## src/design/assert_macros.svh

```systemverilog
// assertion macros shared by the sorted key table rtl
`ifndef ASSERT_MACROS_SVH
`define ASSERT_MACROS_SVH

`ifndef SYNTH
`define SKT_ASSERT(lbl, expr) \
  lbl: assert property (@(posedge clk) disable iff (!rst_n) (expr)) \
    else $error("assertion failed");
`define SKT_ASSERT_NEXT(lbl, ante, cons) \
  lbl: assert property (@(posedge clk) disable iff (!rst_n) (ante) |=> (cons)) \
    else $error("assertion failed");
`else
`define SKT_ASSERT(lbl, expr)
`define SKT_ASSERT_NEXT(lbl, ante, cons)
`endif

`endif

```

## src/design/skt_pkg.sv

```systemverilog
// constants, codes and types of the sorted key table
package skt_pkg;

  localparam int CAPACITY = 64;
  localparam int KEY_BITS = 32;
  localparam int KEY_IN_W = 32;
  localparam int KEY_W = (KEY_BITS < KEY_IN_W) ? KEY_BITS : KEY_IN_W;
  localparam int POS_W = $clog2(CAPACITY + 1);

  localparam logic CMD_SEARCH = 1'b0;
  localparam logic CMD_INSERT = 1'b1;

  localparam logic [1:0] ST_OK   = 2'd0;
  localparam logic [1:0] ST_DUP  = 2'd1;
  localparam logic [1:0] ST_FULL = 2'd2;

  typedef logic [KEY_W-1:0] key_t;
  typedef logic [POS_W-1:0] pos_t;

  typedef struct packed {
    logic cmp_en;
    logic ins_en;
  } skt_ctl_t;

endpackage

```

## src/design/skt_encoder.sv

```systemverilog
// turns the one-hot boundary of the chain into a position and the found flag
module skt_encoder (
  input  logic [skt_pkg::CAPACITY:0]   bnd,
  input  logic [skt_pkg::CAPACITY-1:0] eq,
  output skt_pkg::pos_t                position,
  output logic                         found
);

  always_comb begin
    position = '0;
    found    = 1'b0;
    for (int i = 0; i <= skt_pkg::CAPACITY; i++) begin
      position = position | ({skt_pkg::POS_W{bnd[i]}} & skt_pkg::POS_W'(i));
    end
    for (int i = 0; i < skt_pkg::CAPACITY; i++) begin
      found = found | (bnd[i] & eq[i]);
    end
  end

endmodule

```

## config.mk

```make
export PLATFORM = sky130hd
export DESIGN_NAME = skt_encoder
export DESIGN_NICKNAME = d
export VERILOG_FILES = /design/src/design/assert_macros.svh /design/src/design/skt_pkg.sv /design/src/design/skt_encoder.sv
export SDC_FILE = /design/constraint.sdc
export NUM_CORES = 1
export LEC_CHECK = 0
export BUFFER_PORTS_ARGS = -buffer_cell sky130_fd_sc_hd__buf_2
export CORE_ASPECT_RATIO = 0.7
export CORE_MARGIN = 4
export CORE_UTILIZATION = 26
export DETAILED_ROUTE_END_ITERATION = 16
export PLACE_DENSITY_LB_ADDON = 0.1
export SETUP_SLACK_MARGIN = 0.5
export SLEW_MARGIN = 20
export SYNTH_ARGS = -nofsm -noshare
export SYNTH_HDL_FRONTEND = slang
export SYNTH_SLANG_ARGS = --single-unit
```

## constraint.sdc

```tcl
create_clock -name vclk -period 1.8
set_input_delay 0.27 -clock vclk [all_inputs]
set_output_delay 0.27 -clock vclk [all_outputs]
set_load 0.05 [all_outputs]
```

==> metrics, run 1 <==
last stage reached clock tree synthesis (4_1_cts); area share of the largest cell type after synthesis 0.213; Boundary Pins ~140; DIE HEIGHT about 50 µm; yosys warns 0; Initial Utilization 0.290; Synth area leader a22o_1; Post-Syn Area per Cell 7.17 µm²; GPL Wtd Cong just over 1; status aborted with a tool error; top area cells in the synthesized netlist a22o_1 (21%), a221oi_2 (18%), nor4_1 (18%); Die W between 60 and 70 µm; Post-CTS Setup Bufs 6; Post-DP HPWL roughly 5000 µm; synthesized area approximately 660 µm²; number of distinct library cells after synthesis 12; error msg [ERROR DPL-0033] detailed placement checks failed during check placement.; Post-Syn Nets 221; Gate Count Post-Synth slightly above 90; I/O Buffers around 140; Cell Rows 14; pre-CTS WS -0.198 ns; sequential area share after synthesis 0; post-CTS sizing between 70 and 80; hold buffers post-CTS 0
logic make-up after synthesis:
group           count (synthesis)  share of synthesized area
simple gates                   59                      0.488
compound gates                 32                      0.501
buf+inv                         1                     0.0114
metrics by stage:
stage	util	cells	setup TNS, ns	area [µm²]
after floorplan	-	92	0	781
after global placement	0.812	306	-0.382	1850
after detailed placement	0.812	306	-0.528	1850
cell usage after synthesis, drive strengths merged:
master   n
nor4    19
nor3     6
nand4    9
nor2     9
a221oi  16
or3      3
nand2    7
nand3    3
a22o    16
buf      1
or4      3
==> run 2, diff against run 1 <==
--- a/config.mk
+++ b/config.mk
@@ -6,12 +6,10 @@
 export NUM_CORES = 1
 export LEC_CHECK = 0
 export BUFFER_PORTS_ARGS = -buffer_cell sky130_fd_sc_hd__buf_2
-export CORE_ASPECT_RATIO = 0.7
-export CORE_MARGIN = 4
-export CORE_UTILIZATION = 26
+export CORE_AREA = 4 4 65 67
 export DETAILED_ROUTE_END_ITERATION = 16
-export PLACE_DENSITY_LB_ADDON = 0.1
-export SETUP_SLACK_MARGIN = 0.5
+export DIE_AREA = 0 0 69 71
+export PLACE_DENSITY_LB_ADDON = 0.15
 export SLEW_MARGIN = 20
 export SYNTH_ARGS = -nofsm -noshare
 export SYNTH_HDL_FRONTEND = slang
==> metrics, run 2 <==
number of distinct library cells after synthesis 12 (unchanged); pin count of the biggest net entering global routing 4; failing checks setup timing; DIE HEIGHT 71 µm (+42%); Final Core Density 0.581; vias in the first global route roughly 1700; Critical path origin bnd[10]; Worst Setup EP found; yosys warns 0 (unchanged); Final Slew Violations 0; slowest CP cell or4_1; Worst path max stage delay 0.56 ns; # clk buffers 0; final hold viol count 0; Boundary Pins 137 (unchanged); hold buffers post-CTS 0 (unchanged); Worst Path Required 1.53 ns; mean number of vias per cell about 5.2; crit-path max FO 2; I/O Buffers 135 (unchanged); Crit Path Class input pin to output port; main combinational cell family by area after synthesis compound AO/OA/AOI/OAI gates; most common cell after layout, fill and taps aside buf_2; Synth Area in XOR/XNOR 0 (unchanged); crit-path most repeated cell buf_6; status complete, but fails checks; total track usage 0.214; crit share post-route 1.09; CP endpoint kind output port; register area 0 µm²; CP delay by family, top simple AND/OR/NAND/NOR gates; Synth area leader a22o_1; Die W 69 µm (+1.2%); final-report setup violation count 3; WL final ~5800 µm; post-layout min period between 1.5 and 2 ns; # nets final approximately 410; full die area just under 5000 µm²; top cells by count, synth nor4_1 (19), a22o_1 (16), nand4_1 (9), nor2_1 (9); synthesized area 659 µm² (unchanged); RSZ-0062 raised after global routing yes; Post-Syn Nets 221 (unchanged); GPL Wtd Cong 0.874 (-13%); Critical Path AT around 1.7 ns; Initial Utilization 0.181 (-0.108); pre-CTS WS -0.199 ns (-0.00117 ns); Leakage just under 1 nW; antenna diode count 0; Cell Rows 22 (+8); relative slew slack 0.763; CP Buf/Inv Count 2; first-pass GRT wire length approximately 8500 µm; Post-Synth Simple-Gate Area 0.488 (unchanged); worst hold margin 0.540 ns; Hold Path Class input pin to output port; Routed wire per std cell between 15 and 20 µm; max_cap viols 0; crit path launch type input pin; peak supply drop around 0.083 mV; Post-route DRC 0; layout cells sized above 1 0.785; CP cell instances buf_6, a22o_1, a221oi_2, nand4_1, or4_1, buf_6; total gr overflow 0; Synth-to-Final Area Change 220%; count leader, synth nor4_1; top area cells in the synthesized netlist a22o_1 (21%), a221oi_2 (18%), nor4_1 (18%); area share of the largest cell type after synthesis 0.213 (unchanged); setup ws final -0.171 ns; sequential cell count 0; Gate Count Post-Synth 92 (unchanged); PwrDens 203 nW/µm²; Critical Path Stages 6; initial antenna violation count 0; Post-Synth Adder-Cell Area 0 (unchanged); Worst-Margin Slew 0.355 ns; most frequent cells in the layout buf_2 (124), buf_4 (44), a22o_1 (16); mux contribution to synthesized area 0 (unchanged); Post-Syn Area per Cell 7.17 µm² (unchanged); sequential area share after synthesis 0 (unchanged); fmax 507 MHz; Post-DP HPWL 5030 µm (-0.68%); complex-gate fraction of the synthesized area 0.501 (unchanged); initial DRC count a little over 80; detailed-router iteration count before antenna repair 4; DRT antenna net count 0; Core Area between 3000 and 4000 µm²; routed via count around 1700
[run 2: cell counts after synthesis]
Identical to the previous run, type by type.
[run 2: area by class of cell]
type | count | area, µm²
Multi-Input combinational cell | 91 | 910
Timing Repair Buffer | 184 | 1140
Tap cell | 48 | 60.1
Fill cell | 345 | 1520
[run 2: power breakdown]
group / leakage [nW] / switching [mW] / internal (mW)
registers: 0 / 0 / 0
clock network: 0 / 0 / 0
logic: 0.983 / 0.189 / 0.239
[run 2: how the worst min path moves through the flow]
stage / end / cells past startpoint / from / slack, ns
floorplan: position[6] / 1 / bnd[64] / 0.71
global placement: position[6] / 0 / bnd[64] / 0.54
detailed placement: position[6] / 0 / bnd[64] / 0.54
CTS: position[6] / 0 / bnd[64] / 0.54
global route: position[6] / 0 / bnd[64] / 0.54
finish: position[6] / 0 / bnd[64] / 0.54
[run 2: routing by layer]
metal | wire length, µm | share of wire | GRT usage | vias to the layer above
met3 | 655 | 0.11 | 0.0611 | 12
met2 | 2950 | 0.51 | 0.389 | 107
met5 | 0 | 0 | 0 | -
met1 | 2110 | 0.36 | 0.252 | 765
met4 | 90 | 0.015 | 0.0325 | 0
li1 | - | - | - | 802
[run 2: kinds of logic (layout without fill, tap and decap cells)]
logic type,count (synthesis),in the layout
buffers and inverters,1,184
AO/OA/AOI/OAI,32,32
AND/OR/NAND/NOR,59,59
[run 2: what timing repair did]
action / CTS / global route
endpoints found under the setup margin: 7 / 7
pin swaps: 9 / 16
gates resized for setup: 32 / 34
buffers inserted: 2 / 1
[run 2: through the flow]
step	power [mW]	instances	instance area, µm²	TNS [ns]
5_1_grt	0.458	323	2110	-0.307
2_1_floorplan	0.0796	92	659	0
3_3_place_gp	0.351	321	1740	-0.767
3_5_place_dp	0.352	321	1740	-0.572
6_report	0.428	323	2110	-0.218
4_1_cts	0.390	323	1930	-0.340
Power figures use the tool's default switching activity.
