--- src/design/assert_macros.svh ---
// assertion macros shared by the sorted key table rtl
`ifndef ASSERT_MACROS_SVH
`define ASSERT_MACROS_SVH

`ifndef SYNTH
`define SKT_ASSERT(lbl, expr) \
  lbl: assert property (@(posedge clk) disable iff (!rst_n) (expr)) \
    else $error("assertion failed");
`define SKT_ASSERT_NEXT(lbl, ante, cons) \
  lbl: assert property (@(posedge clk) disable iff (!rst_n) (ante) |=> (cons)) \
    else $error("assertion failed");
`else
`define SKT_ASSERT(lbl, expr)
`define SKT_ASSERT_NEXT(lbl, ante, cons)
`endif

`endif

--- src/design/skt_pkg.sv ---
// constants, codes and types of the sorted key table
package skt_pkg;

  localparam int CAPACITY = 64;
  localparam int KEY_BITS = 32;
  localparam int KEY_IN_W = 32;
  localparam int KEY_W = (KEY_BITS < KEY_IN_W) ? KEY_BITS : KEY_IN_W;
  localparam int POS_W = $clog2(CAPACITY + 1);

  localparam logic CMD_SEARCH = 1'b0;
  localparam logic CMD_INSERT = 1'b1;

  localparam logic [1:0] ST_OK   = 2'd0;
  localparam logic [1:0] ST_DUP  = 2'd1;
  localparam logic [1:0] ST_FULL = 2'd2;

  typedef logic [KEY_W-1:0] key_t;
  typedef logic [POS_W-1:0] pos_t;

  typedef struct packed {
    logic cmp_en;
    logic ins_en;
  } skt_ctl_t;

endpackage

--- src/design/skt_cell.sv ---
// one cell of the sorted chain: a stored key, its compare flags and the shift-up path
module skt_cell (
  input  logic              clk,
  input  skt_pkg::skt_ctl_t ctl,
  input  skt_pkg::pos_t     cell_idx,
  input  skt_pkg::pos_t     count,
  input  skt_pkg::key_t     req_key,
  input  skt_pkg::key_t     prev_key,
  input  logic              prev_lt,
  output skt_pkg::key_t     key_out,
  output logic              lt_out,
  output logic              eq_out,
  output logic              bnd_out
);

  skt_pkg::key_t key_r;
  skt_pkg::key_t key_nxt;
  logic          lt_r;
  logic          lt_nxt;
  logic          eq_r;
  logic          eq_nxt;
  logic          occ;

  assign occ     = (cell_idx < count);
  // first cell whose key is not below the request key
  assign bnd_out = prev_lt & ~lt_r;

  always_comb begin
    lt_nxt  = lt_r;
    eq_nxt  = eq_r;
    key_nxt = key_r;
    if (ctl.cmp_en) begin
      lt_nxt = occ & (key_r < req_key);
      eq_nxt = occ & (key_r == req_key);
    end
    // cells at or above the insert point move up by one
    if (ctl.ins_en && !lt_r) begin
      key_nxt = bnd_out ? req_key : prev_key;
    end
  end

  always_ff @(posedge clk) begin
    key_r <= key_nxt;
    lt_r  <= lt_nxt;
    eq_r  <= eq_nxt;
  end

  assign key_out = key_r;
  assign lt_out  = lt_r;
  assign eq_out  = eq_r;

endmodule

--- config.mk ---
export PLATFORM = sky130hd
export DESIGN_NAME = skt_cell
export DESIGN_NICKNAME = d
export VERILOG_FILES = /design/src/design/assert_macros.svh /design/src/design/skt_pkg.sv /design/src/design/skt_cell.sv
export SDC_FILE = /design/constraint.sdc
export NUM_CORES = 1
export LEC_CHECK = 0
export ABC_AREA = 1
export ABC_CLOCK_PERIOD_IN_PS = 4800
export BUFFER_PORTS_ARGS = -buffer_cell sky130_fd_sc_hd__buf_2
export CAP_MARGIN = 10
export CORE_MARGIN = 2
export CORE_UTILIZATION = 50
export CTS_CLUSTER_DIAMETER = 150
export DETAILED_ROUTE_END_ITERATION = 10
export PLACE_DENSITY = 0.86
export SETUP_SLACK_MARGIN = 0.02
export SLEW_MARGIN = 0
export SYNTH_ARGS = -nofsm -noshare
export SYNTH_HDL_FRONTEND = slang
export SYNTH_SLANG_ARGS = --single-unit
--- constraint.sdc ---
create_clock -name clk -period 4.8 [get_ports clk]
set_input_delay 0.24 -clock clk [delete_from_list [all_inputs] [get_ports clk]]
set_output_delay 0.24 -clock clk [all_outputs]
set_load 0.05 [all_outputs]
======== After elaboration in Yosys (flattened, before gate mapping) ========
Index checks and enable logic that the tools add are counted.
W data, S select, Z words.
storage, ports and cells
  flip-flop bits (word level) ............. 34
  logic and storage cells ................. 13
  output and inout bits ................... 35
operators by class
  bitwise logic cells ..................... 4
  magnitude comparators ................... 2
  mux-type cells .......................... 1
  reductions and logical operators ........ 2
  equal/unequal tests ..................... 1
operators with widths
  kind                 number
  $eq A32 B32 Y1       1
  $lt A32 B32 Y1       1
  $mux W32             1
  $lt A7 B7 Y1         1
  $and A1 B1 Y1        3
  $logic_and A1 B1 Y1  1
  $logic_not A1 Y1     1
  $not A1 Y1           1

======== Depth between registers and ports, before layout ========
  word-level depth ........................ 3
  mapped depth ............................ 12
  gate-level depth less buffers ........... 12

======== Worst setup path before layout ========
No wires, ideal clock.
  path kind ............................... reg-to-reg
  from .................................... register lt_r (netlist: lt_out)
  to ...................................... register key_r[0] (netlist: key_out[0]), enable pin
  setup time .............................. 422 ps
  data required time ...................... 4,378 ps
  period minus slack after synthesis ...... 2,495 ps
  stages on the path, launching flop included .. 2
  setup slack ............................. 2,305 ps
  arrival time ............................ 2,073 ps
  path through ............................ edfxtp_1 nor2_1
on the way
  longest elaborated chain between the ends .. 2
RTL lines
  what                    line            text
  start, declared         skt_cell.sv:18  logic lt_r;
  start signal, assigned  skt_cell.sv:44  lt_r <= lt_nxt;
  $logic_not A1 Y1        skt_cell.sv:37  if (ctl.ins_en && !lt_r) begin
  $logic_and A1 B1 Y1     skt_cell.sv:37
  end signal, assigned    skt_cell.sv:43  key_r <= key_nxt;
  end, declared           skt_cell.sv:16  skt_pkg::key_t key_r;
No other way between the ends.
A chain may end at the register's enable or synchronous reset.

======== Worst setup path after layout ========
  from .................................... register lt_r (netlist: lt_out)
  to ...................................... register key_r[8] (netlist: key_out[8]), data pin
on the way
  longest elaborated chain between the ends .. 3
RTL lines
  what           line            text
  $not A1 Y1     skt_cell.sv:26  assign bnd_out = prev_lt & ~lt_r;
  $and A1 B1 Y1  skt_cell.sv:26
  $mux W32       skt_cell.sv:38  key_nxt = bnd_out ? req_key : prev_key;
No other way between the ends.

==> flow_summary.yaml <==
clock_tree:
  clk_pin_slew_ps: 70
  cts_sinks: 34
  cts_tree: "built"
  cts_root_buf: "clkbuf_8"
  htreeDepth: 2
  clk_latency_ps: 280
  postCtsHoldBufs: 0
  ctsLongestPathBuffers: 2
  cts_setup_buffers: 0
  cts_resized: 0
  numCtsBuffers: 5
finish:
  utilization_pct: 66.4
  area_delta_synth_final_pct: 29.4
  fillers: 410
  antenna_cells: 0
  final_cell_mix: "buf_2, nand2_1, inv_1, ha_1, edfxtp_1"
  multiInputGateArea_mm2: 0.00116
  regArea_mm2: 0.00102
  finalNetCount: 520
  drive_gt1_share_pct: 31.5
  final_common_cell: "buf_2"
detailed_routing:
  drtIter0Drc: 102
  wl_mm: 5.22
  dr_wl_met3_um: 272
  wire_per_inst_um: 11.5
  ant_nets: 0
  wl_met1_mm: 2.17
  drc: 0
  wl_met2_mm: 2.66
  vias_per_cell: 4.89
  firstDrtPassIters: 6
  routed.top_layer: "met4"
  vias: 2222
timing:
  finalCritPeriodShare_pct: 33.7
  period_minus_slack_ps: 1620
  setup_ws_ps: 3180
  tns_ps: 0
  holdWs_ps: 172
  skew_ps: 2.90
  rsz0062_at_grt: "no"
  tightest_slew_ps: 901
  slew_violations: 0
  finalSetupViolCount: 0
  timing_hold_violations_final: 0
  fmax_mhz: 618
  relSlewSlack_pct: 39.8
worst_hold_path:
  min_to: "eq_out$_DFFE_PP_"
  hold_path_depth: 1
  holdCritStartpoint: "ctl[1]"
  hold_path.class: "in2reg"
worst_setup_path:
  cp_num_buf_inv: 1
  r2r-start: "lt_out$_DFFE_PP_"
  critPathTopFamily: "buffers and inverters"
  path_cells: "nor2_2, inv_2, o21ai_0"
  critical_path.max_stage_delay_ps: 600
  path_depth: 3
  r2r_end: "key_out[8]$_DFFE_PP_"
  critPathCaptureType: "register"
  r2r_slack_ps: 3180
  timing.critical_path.from_type: "register"
  cp_data_required_time_ps: 4790
  critPathKind: "reg2reg"
  startpoint: "lt_out$_DFFE_PP_"
  critPathMaxFanout: 63
  reg2reg_depth: 3
  crit_arrival_ps: 1610
  cp_slowest_cell: "inv_2"
floorplan:
  die_y_um: 73.2
  start_util_pct: 51.3
  placementRows: 25
  core_region_area_mm2: 0.00466
  die_area_mm2: 0.00535
  die_w_um: 73.2
  ios: 117
power:
  seq_power_share_pct: 44.7
  sw_frac_of_total_pct: 34.5
  ir_worst_vdd_uv: 174
  comb_power_share_pct: 32.0
  total_power_mw: 0.835
  power_leakage_nw: 1.72
  p_per_area_mw_per_mm2: 270
  p_switching_mw: 0.288
  p_int_mw: 0.547
  clkPwrFrac_pct: 23.3
logic_synthesis:
  synthesis.nets: 403
  synth_area_leaders: "edfxtp_1, ha_1, nand2_1"
  yosys.cell_types.count: 19
  yosysSeqAreaShare_pct: 42.7
  yosysTopAreaCellShare_pct: 42.7
  syn_inst: 283
  syn_area_per_cell_um2: 8.45
  yosysWarnings: 0
  yosys.area.top_type: "edfxtp_1"
  ys_ff_latch: 34
  netlist_area_mm2: 0.00239
placed_design:
  dp_hpwl_mm: 4.21
  io_buffers: 116
  pre_cts_slack_ps: 3170
  gp_congestion: 0.757
grt:
  antenna_found_initial: 0
  grt_max_degree: 64
  grt_pass1_wl_mm: 8.63
  grt_pass1_vias: 2116
  grtUsageTotal_pct: 20.9
  grt_remaining_overflow: 0
job:
  max-cap-violations: 0
status:
  outcome: "finished clean"
[per-layer routing]
metal | global-route usage (%) | up-vias
met5 | 0 | -
met4 | 7.61 | 0
met3 | 4.28 | 12
met2 | 36.7 | 70
met1 | 25.0 | 982
li1 | - | 1158
[area by class of cell]
class	instances	area share (%)
multi-input combinational	192	37.4
sequential	34	33.0
timing repair buffer	116	18.8
inverter	51	6.19
clock buffer	7	2.47
tap	54	2.18
[worst max-delay path by stage]
| stage | slack (ps) | to |
|---|---|---|
| final | 3180 | key_out[8]$_DFFE_PP_ |
| after global routing | 3000 | key_out[29]$_DFFE_PP_ |
| after CTS | 3150 | key_out[8]$_DFFE_PP_ |
| after detailed placement | 3170 | key_out[8]$_DFFE_PP_ |
| after global placement | 3250 | key_out[17]$_DFFE_PP_ |
| after floorplan | 2310 | key_out[0]$_DFFE_PP_ |
[worst register-to-register path: stages (launching register included)]
cell	delay [ps]
edfxtp_1	430
nor2_2	90
inv_2	600
o21ai_0	220
[synth_stat cells]
cell / count
ha_1: 38
inv_1: 50
inv_2: 1
clkbuf_2: 2
o21a_1: 1
a21o_1: 3
nor2_1: 15
nand4_1: 2
nand3_1: 3
nand2_1: 80
buf_2: 3
clkbuf_1: 1
nor3b_2: 1
nor2_2: 2
o21ai_1: 1
edfxtp_1: 34
o21ai_0: 31
nor3_1: 1
a21oi_1: 14
[cell families after synthesis]
logic type	after synthesis	share of synthesized area (%)
AO/OA/AOI/OAI	50	10.9
adder cells (fa/ha/maj)	38	19.9
buffers and inverters	57	9.21
flip-flops	34	42.7
AND/OR/NAND/NOR	104	17.3
[flip-flops by register name (all words and copies together) (netlist names)]
name     flops
eq_out       1
key_out     32
lt_out       1
[power by group through the flow]
stage	logic [mW]	registers (mW)	clock network, mW
floorplan	0.111	0.456	0
global placement	0.259	0.378	0
detailed placement	0.268	0.379	0
CTS	0.269	0.373	0.199
global route	0.300	0.376	0.210
finish	0.267	0.373	0.195
[metrics by stage]
step	instances	instance area, µm²
final	454	3090
after global routing	454	3090
after CTS	454	3090
after detailed placement	447	3020
after global placement	447	3020
after floorplan	283	2390
(Power assumes the default switching activity.)
